--- src/sv/vcfgt_pkg.sv ---
// vcfgt_pkg: types, status codes, character constants and per-byte update
// functions for the genotype classifier; no dependencies
package vcfgt_pkg;

	localparam int unsigned CHAR_W   = 8;
	localparam int unsigned STATUS_W = 4;

	localparam logic [CHAR_W-1:0] CHAR_PIPE  = 8'h7C;
	localparam logic [CHAR_W-1:0] CHAR_SLASH = 8'h2F;
	localparam logic [CHAR_W-1:0] CHAR_DOT   = 8'h2E;
	localparam logic [CHAR_W-1:0] CHAR_ZERO  = 8'h30;
	localparam logic [CHAR_W-1:0] CHAR_ONE   = 8'h31;
	localparam logic [CHAR_W-1:0] CHAR_NINE  = 8'h39;

	localparam logic [1:0] COUNT_SAT = 2'd3;

	typedef enum logic [STATUS_W-1:0] {
		GT_OK          = 4'd0,
		GT_MISSING     = 4'd1,
		GT_UNPHASED    = 4'd2,
		GT_NON_DIPLOID = 4'd3,
		GT_EMPTY       = 4'd4,
		GT_BAD_CHAR    = 4'd5,
		GT_MIXED_SEP   = 4'd6,
		GT_MALFORMED   = 4'd7,
		GT_BAD_INDEX   = 4'd8
	} gt_status_t;

	// per-field scan state; the first token byte is kept only as "is 0" / "is 1"
	typedef struct packed {
		logic       saw_pipe;
		logic       saw_slash;
		logic       bad_char_seen;
		logic       bad_allele_seen;
		logic       missing_seen;
		logic [1:0] allele_count;
		logic [1:0] token_length;
		logic       token_has_dot;
		logic       token_has_digit;
		logic       first_is_zero;
		logic       first_is_one;
		logic [1:0] allele_values;
		logic       allele_index_bad;
	} field_st_t;

	// judge the token that just ended, count it and start a fresh token
	function automatic field_st_t finish_token(input field_st_t st);
		field_st_t r;
		r = st;
		if (st.token_length == 2'd0) begin
			r.bad_allele_seen = 1'b1;
		end else if (st.token_has_dot) begin
			if (st.token_length == 2'd1)
				r.missing_seen = 1'b1;
			else
				r.bad_allele_seen = 1'b1;
		end else if (st.token_has_digit) begin
			if (!(st.token_length == 2'd1 && (st.first_is_zero || st.first_is_one)))
				r.allele_index_bad = 1'b1;
		end
		if (!st.allele_count[1] && st.first_is_one)
			r.allele_values[st.allele_count[0]] = 1'b1;
		if (st.allele_count != COUNT_SAT)
			r.allele_count = st.allele_count + 2'd1;
		r.token_length    = 2'd0;
		r.token_has_dot   = 1'b0;
		r.token_has_digit = 1'b0;
		r.first_is_zero   = 1'b0;
		r.first_is_one    = 1'b0;
		return r;
	endfunction

	// fold one non-empty byte into the field state
	function automatic field_st_t take_byte(input field_st_t st, input logic [CHAR_W-1:0] c);
		field_st_t r;
		r = st;
		if (c == CHAR_PIPE || c == CHAR_SLASH) begin
			if (c == CHAR_PIPE)
				r.saw_pipe = 1'b1;
			else
				r.saw_slash = 1'b1;
			r = finish_token(r);
		end else begin
			if (c >= CHAR_ZERO && c <= CHAR_NINE)
				r.token_has_digit = 1'b1;
			else if (c == CHAR_DOT)
				r.token_has_dot = 1'b1;
			else
				r.bad_char_seen = 1'b1;
			if (st.token_length == 2'd0) begin
				r.first_is_zero = (c == CHAR_ZERO);
				r.first_is_one  = (c == CHAR_ONE);
			end
			if (st.token_length != COUNT_SAT)
				r.token_length = st.token_length + 2'd1;
		end
		return r;
	endfunction

	// status checks in priority order
	function automatic gt_status_t classify(input field_st_t st);
		gt_status_t s;
		if (st.bad_char_seen)
			s = GT_BAD_CHAR;
		else if (st.saw_pipe && st.saw_slash)
			s = GT_MIXED_SEP;
		else if (st.bad_allele_seen)
			s = GT_MALFORMED;
		else if (st.missing_seen)
			s = GT_MISSING;
		else if (st.allele_count != 2'd2)
			s = GT_NON_DIPLOID;
		else if (st.saw_slash)
			s = GT_UNPHASED;
		else if (st.allele_index_bad)
			s = GT_BAD_INDEX;
		else
			s = GT_OK;
		return s;
	endfunction

endpackage

--- src/sv/vcfgt_if.sv ---
// vcfgt channel interfaces: character input and genotype result streams
// depends on vcfgt_pkg for widths
interface vcfgt_char_if;
	logic                          valid;
	logic                          ready;
	logic [vcfgt_pkg::CHAR_W-1:0]  char_byte;
	logic                          last_char;
	logic                          empty_field;

	modport source (output valid, char_byte, last_char, empty_field, input ready);
	modport sink   (input valid, char_byte, last_char, empty_field, output ready);
endinterface

interface vcfgt_result_if;
	logic                           valid;
	logic                           ready;
	logic [vcfgt_pkg::STATUS_W-1:0] gt_status;
	logic                           left_allele;
	logic                           right_allele;

	modport source (output valid, gt_status, left_allele, right_allele, input ready);
	modport sink   (input valid, gt_status, left_allele, right_allele, output ready);
endinterface

--- src/sv/vcf_genotype_classifier_core.sv ---
// vcf_genotype_classifier_core: streaming classifier for VCF GT fields
// depends on vcfgt_pkg and the channel interfaces in vcfgt_if.sv
//
// Takes one GT field character per request on chars and returns one
// classification per field on genotypes, produced by the request that carries
// last_char. A request with empty_field and last_char closes the field as empty
// (status 4); empty_field without last_char is dropped. Throughput is one
// character per cycle unless a closing character stalls; a closing character
// passes through the input register, then the result register. The input register
// keeps taking requests while a finished result waits in the result register, and
// only a closing character stalls when the result register is still full.
module vcf_genotype_classifier_core (
	input  logic                  clk,
	input  logic                  arst_n,
	vcfgt_char_if.sink            chars,
	vcfgt_result_if.source        genotypes
);

	// input register
	logic                             valid_s1;
	logic [vcfgt_pkg::CHAR_W-1:0]     char_s1;
	logic                             last_s1;
	logic                             empty_s1;

	// per-field scan state
	vcfgt_pkg::field_st_t             field_q;

	// result register
	logic                             res_valid_q;
	vcfgt_pkg::gt_status_t            res_status_q;
	logic                             res_left_q;
	logic                             res_right_q;

	logic                             has_result;
	logic                             out_free;
	logic                             advance;
	vcfgt_pkg::field_st_t             st_byte;
	vcfgt_pkg::field_st_t             st_end;
	vcfgt_pkg::gt_status_t            status_end;
	vcfgt_pkg::gt_status_t            status_next;

	// a closing request needs room in the result register
	assign has_result = valid_s1 && last_s1;
	assign out_free   = !res_valid_q || genotypes.ready;
	assign advance    = valid_s1 && (!has_result || out_free);
	assign chars.ready = !valid_s1 || advance;

	// byte update, then the closing token when this is the last byte
	always_comb begin
		st_byte    = vcfgt_pkg::take_byte(field_q, char_s1);
		st_end     = vcfgt_pkg::finish_token(st_byte);
		status_end = vcfgt_pkg::classify(st_end);
		if (empty_s1)
			status_next = vcfgt_pkg::GT_EMPTY;
		else
			status_next = status_end;
	end

	always_ff @(posedge clk or negedge arst_n) begin
		if (!arst_n) begin
			valid_s1 <= 1'b0;
		end else if (chars.ready) begin
			valid_s1 <= chars.valid;
		end
	end

	always_ff @(posedge clk) begin
		if (chars.ready && chars.valid) begin
			char_s1  <= chars.char_byte;
			last_s1  <= chars.last_char;
			empty_s1 <= chars.empty_field;
		end
	end

	// field state: cleared at every field close, untouched by a non-closing empty flag
	always_ff @(posedge clk or negedge arst_n) begin
		if (!arst_n) begin
			field_q <= '0;
		end else if (advance) begin
			if (last_s1)
				field_q <= '0;
			else if (!empty_s1)
				field_q <= st_byte;
		end
	end

	always_ff @(posedge clk or negedge arst_n) begin
		if (!arst_n) begin
			res_valid_q <= 1'b0;
		end else if (advance && has_result) begin
			res_valid_q <= 1'b1;
		end else if (genotypes.ready) begin
			res_valid_q <= 1'b0;
		end
	end

	// alleles are reported only for a supported phased biallelic call
	always_ff @(posedge clk) begin
		if (advance && has_result) begin
			res_status_q <= status_next;
			res_left_q   <= (status_next == vcfgt_pkg::GT_OK) && st_end.allele_values[0];
			res_right_q  <= (status_next == vcfgt_pkg::GT_OK) && st_end.allele_values[1];
		end
	end

	assign genotypes.valid        = res_valid_q;
	assign genotypes.gt_status    = res_status_q;
	assign genotypes.left_allele  = res_left_q;
	assign genotypes.right_allele = res_right_q;

endmodule

--- src/flat_wrapper.sv ---
// flat-port wrapper written by rule: the top's interface ports become plain ports
module vcf_genotype_classifier_core_flat 
  (clk, arst_n, chars_valid, chars_char_byte, chars_last_char, chars_empty_field, chars_ready, genotypes_valid, genotypes_gt_status, genotypes_left_allele, genotypes_right_allele, genotypes_ready);
  vcfgt_char_if chars_i ();
  vcfgt_result_if genotypes_i ();
  input  logic clk;
  input  logic arst_n;
  input wire logic [$bits(chars_i.valid)-1:0] chars_valid;
  input wire logic [$bits(chars_i.char_byte)-1:0] chars_char_byte;
  input wire logic [$bits(chars_i.last_char)-1:0] chars_last_char;
  input wire logic [$bits(chars_i.empty_field)-1:0] chars_empty_field;
  output wire logic [$bits(chars_i.ready)-1:0] chars_ready;
  output wire logic [$bits(genotypes_i.valid)-1:0] genotypes_valid;
  output wire logic [$bits(genotypes_i.gt_status)-1:0] genotypes_gt_status;
  output wire logic [$bits(genotypes_i.left_allele)-1:0] genotypes_left_allele;
  output wire logic [$bits(genotypes_i.right_allele)-1:0] genotypes_right_allele;
  input wire logic [$bits(genotypes_i.ready)-1:0] genotypes_ready;
  assign chars_i.valid = chars_valid;
  assign chars_i.char_byte = chars_char_byte;
  assign chars_i.last_char = chars_last_char;
  assign chars_i.empty_field = chars_empty_field;
  assign chars_ready = chars_i.ready;
  assign genotypes_valid = genotypes_i.valid;
  assign genotypes_gt_status = genotypes_i.gt_status;
  assign genotypes_left_allele = genotypes_i.left_allele;
  assign genotypes_right_allele = genotypes_i.right_allele;
  assign genotypes_i.ready = genotypes_ready;
  vcf_genotype_classifier_core u_core (.clk(clk), .arst_n(arst_n), .chars(chars_i), .genotypes(genotypes_i));
endmodule
--- config.mk ---
export PLATFORM = sky130hd
export DESIGN_NAME = vcf_genotype_classifier_core_flat
export DESIGN_NICKNAME = d
export VERILOG_FILES = /design/src/sv/vcfgt_pkg.sv /design/src/sv/vcfgt_if.sv /design/src/sv/vcf_genotype_classifier_core.sv /design/src/flat_wrapper.sv
export SDC_FILE = /design/constraint.sdc
export NUM_CORES = 1
export LEC_CHECK = 0
export BUFFER_PORTS_ARGS = -buffer_cell sky130_fd_sc_hd__buf_2
export CAP_MARGIN = 20
export CORE_MARGIN = 4
export CORE_UTILIZATION = 60
export CTS_CLUSTER_SIZE = 40
export DETAILED_ROUTE_END_ITERATION = 10
export MAX_ROUTING_LAYER = met4
export PLACE_DENSITY = 0.92
export SLEW_MARGIN = 0
export SYNTH_ARGS = -nofsm -noshare
export SYNTH_HDL_FRONTEND = slang
export SYNTH_SLANG_ARGS = --single-unit
--- constraint.sdc ---
create_clock -name clk -period 5.5 [get_ports clk]
set_input_delay 0.275 -clock clk [delete_from_list [all_inputs] [get_ports clk]]
set_output_delay 0.275 -clock clk [all_outputs]
set_load 0.005 [all_outputs]
==> run summary <==
==============================================================================
Yosys Warn Count                                                             0
Diode insertion count for antenna repair                                     0
Die area                                                          0.003502 sq mm
Final-report setup violation count                                           0
Max-cap viol count                                                           0
Vertical die dimension                                            59.18 microns
Length of the first detailed-routing pass in iterations                      4
Post-layout min period                                                 2452 ps
Top achievable clock speed                                           407.8 MHz
Critical path data required time                                       5640 ps
Max FO, Critical Path                                                       11
Leak                                                                 0.7180 nW
Area delta synth->final                                                 13.61%
Largest net degree at the start of global routing                           19
Setup repair after global routing missed its margin                         no
Async S/R FF share, synth                                               52.94%
Leading cell types by count after synthesis                       nor2_1, dfrtp_1, edfxtp_1
IR drop worst, VDD                                                 0.0002084 V
Post-cts sizing count                                                        0
Hold-fix buffers at CTS                                                      1
Detailed-route wire length per cell                               16.56 microns
Endpoint arrival time on the critical path                             2590 ps
Dominant synthesized flop cell                                         dfrtp_1
Register bit count reported by yosys                                        34
Library cells used by synthesis                                             38
Power Dens Cells                                                  266.5 mW/mm^2
Number of nets in the layout                                               187
Final antenna-violating net count                                            0
Final wirelength                                                  3379 microns
Cell count after synthesis                                                 144
Die X-Extent                                                      59.18 microns
# H-tree levels                                                              2
Most numerous cell in the Yosys netlist                                 nor2_1
Number of nets produced by synthesis                                       158
Relative slew slack                                                     48.02%
Worst-case reg-to-reg path depth                                             6
Io pins                                                                     22
Number of synthesized flops with an enable pin                              16
Vias per std cell                                                        6.225
Initial antenna violation count                                              0
Main area contributors after synthesis                            edfxtp_1, dfrtp_1, nor2_1
CTS tree                                                                  done
Number of global-route vias before repair                                 1268
Global-route wire length before repair                            5609 microns
Post CTS Setup Buffer Count                                                  0
Layout Cell Area excl Fill                                        0.001785 sq mm
Kind of end point of the critical path                               flip-flop
Part of the Yosys area used for sequential elements                     59.24%
Number of cell rows                                                         18
Type of origin of the critical path                                  flip-flop
Area share of the leading cell type in the synthesized netlist          30.57%
Initial Utilization                                                     63.43%
Clock Sink Count                                                            34
Share of layout cells above drive strength 1                            17.82%
Total negative slack for setup checks                                     0 ps
Type of the most critical hold path                                  in -> reg
Placed Instance Area                                              0.001709 sq mm
Final hold violation count                                                   0
Fin crit share                                                          44.59%
Cell chosen for the clock root                                        clkbuf_4
Clock latency reported for the late side of the worst-skew pair         340 ps
Std-Cell Core Area                                                0.002477 sq mm
Overflow after GRT                                                           0
Measured slew at the worst slew-check pin                             774.5 ps
Clk_skew                                                              11.61 ps
Count of port buffers added during placement                                21
Clock buffer count from CTS                                                  5
Global-route usage over all layers                                      22.56%
Clock transition at the registers of the reported paths                 100 ps
Area of the mapped netlist                                        0.001572 sq mm
Final RePlAce weighted congestion                                       0.9191
Average cell area after synthesis                                  10.91 sq um
Total via count in the routed design                                      1270
Result of the run                                                 finished clean
Final number of max-transition violations                                    0
Post-route DRC                                                               0
Maximum buffer depth of the clock tree                                       2
Final HPWL DP                                                     2475 microns
Cell count of the worst hold path                                            1
Iter 0 DRT Violations                                                       59
Post-synthesis cell type with the largest combined area               edfxtp_1
Worst Setup Path Type                                               reg -> reg
==============================================================================
==> critical path: stages (launching register included) <==
cell	delay [ps]
edfxtp_1	490
and4bb_2	300
o21ai_1	610
nor2_1	130
a311oi_2	300
a21oi_1	130
nor4_1	280
==> placed cells by master (no fill, tap or decap), types with 2 or more instances in the layout <==
cell	instances
nor2_1	25
buf_2	21
dfrtp_1	18
edfxtp_1	16
a21oi_1	14
nand2_1	9
o21ai_0	8
a31oi_1	6
clkbuf_4	5
nor2b_1	4
nor3_1	4
nand4bb_1	3
nand3_1	3
nor4_1	3
and2_1	3
nand2b_1	3
o21ai_1	2
clkbuf_1	2
==> power breakdown <==
part / internal [mW] / switching [mW]
registers: 0.279 / 0.0119
logic: 0.0173 / 0.0273
clock network: 0.0630 / 0.0770
==> flip-flops by register name (all words and copies together) (netlist names) <==
| register | cells |
|---|---|
| u_core.genotypes.right_allele | 1 |
| u_core.genotypes.valid | 1 |
| u_core.empty_s1 | 1 |
| u_core.char_s1 | 8 |
| u_core.field_q | 16 |
| u_core.valid_s1 | 1 |
| u_core.genotypes.left_allele | 1 |
| u_core.last_s1 | 1 |
| u_core.genotypes.gt_status | 4 |
==> path summary, 6_finish.rpt <==
| check | slack [ps] | to | from |
|---|---|---|---|
| min reg2reg | 540 | u_core.field_q[2] | u_core.field_q[2] |
| min | 100 | u_core.char_s1[4] | chars_char_byte[4] |
| max | 3050 | u_core.genotypes.left_allele | u_core.char_s1[0] |
| max reg2reg | 3050 | u_core.genotypes.left_allele | u_core.char_s1[0] |
| max in group asynchronous | 4810 | u_core.field_q[14] | arst_n |
| min in group asynchronous | 390 | u_core.valid_s1 | arst_n |
==> routing by layer <==
layer  global-route usage, %  wire, microns  vias up
met1                   27.10           1369      593
met2                   35.33           1659       62
li1                        -              -      607
met4                   8.738             58        0
met3                   7.407            291        8
met5                       -              0        -
==> final cells by class <==
cell class,instances,area (sq um)
clock buffers,8,58.81
fillers,183,691.9
inverters,1,3.754
multi-input cells,108,631.9
flip-flops and latches,34,930.9
well taps,30,37.54
repair buffers,23,122.6
==> through the flow <==
| step | instances | hold WS (ps) | worst slack, ps | utilization [%] | total power [mW] |
|---|---|---|---|---|---|
| 2_1_floorplan | 144 | -20.59 | 3645 | - | 0.3185 |
| 3_3_place_gp | 194 | 216.4 | 3300 | 68.99 | 0.3355 |
| 3_5_place_dp | 194 | 232.0 | 3152 | 68.99 | 0.3385 |
| 4_1_cts | 203 | 92.58 | 3110 | 71.77 | 0.4793 |
| 5_1_grt | 204 | 80.48 | 2804 | 72.07 | 0.4983 |
| 6_report | 204 | 101.7 | 3048 | 72.07 | 0.4759 |
==> logic make-up (layout without fill, tap and decap cells) <==
group | count (synthesis) | after routing | share of synthesized area (%)
AOI/OAI and AO/OA | 39 | 39 | 15.29
buffers and inverters | 2 | 32 | 0.5568
DFF | 34 | 34 | 59.24
and+or+nand+nor | 69 | 69 | 24.92
(Power assumes the default switching activity.)
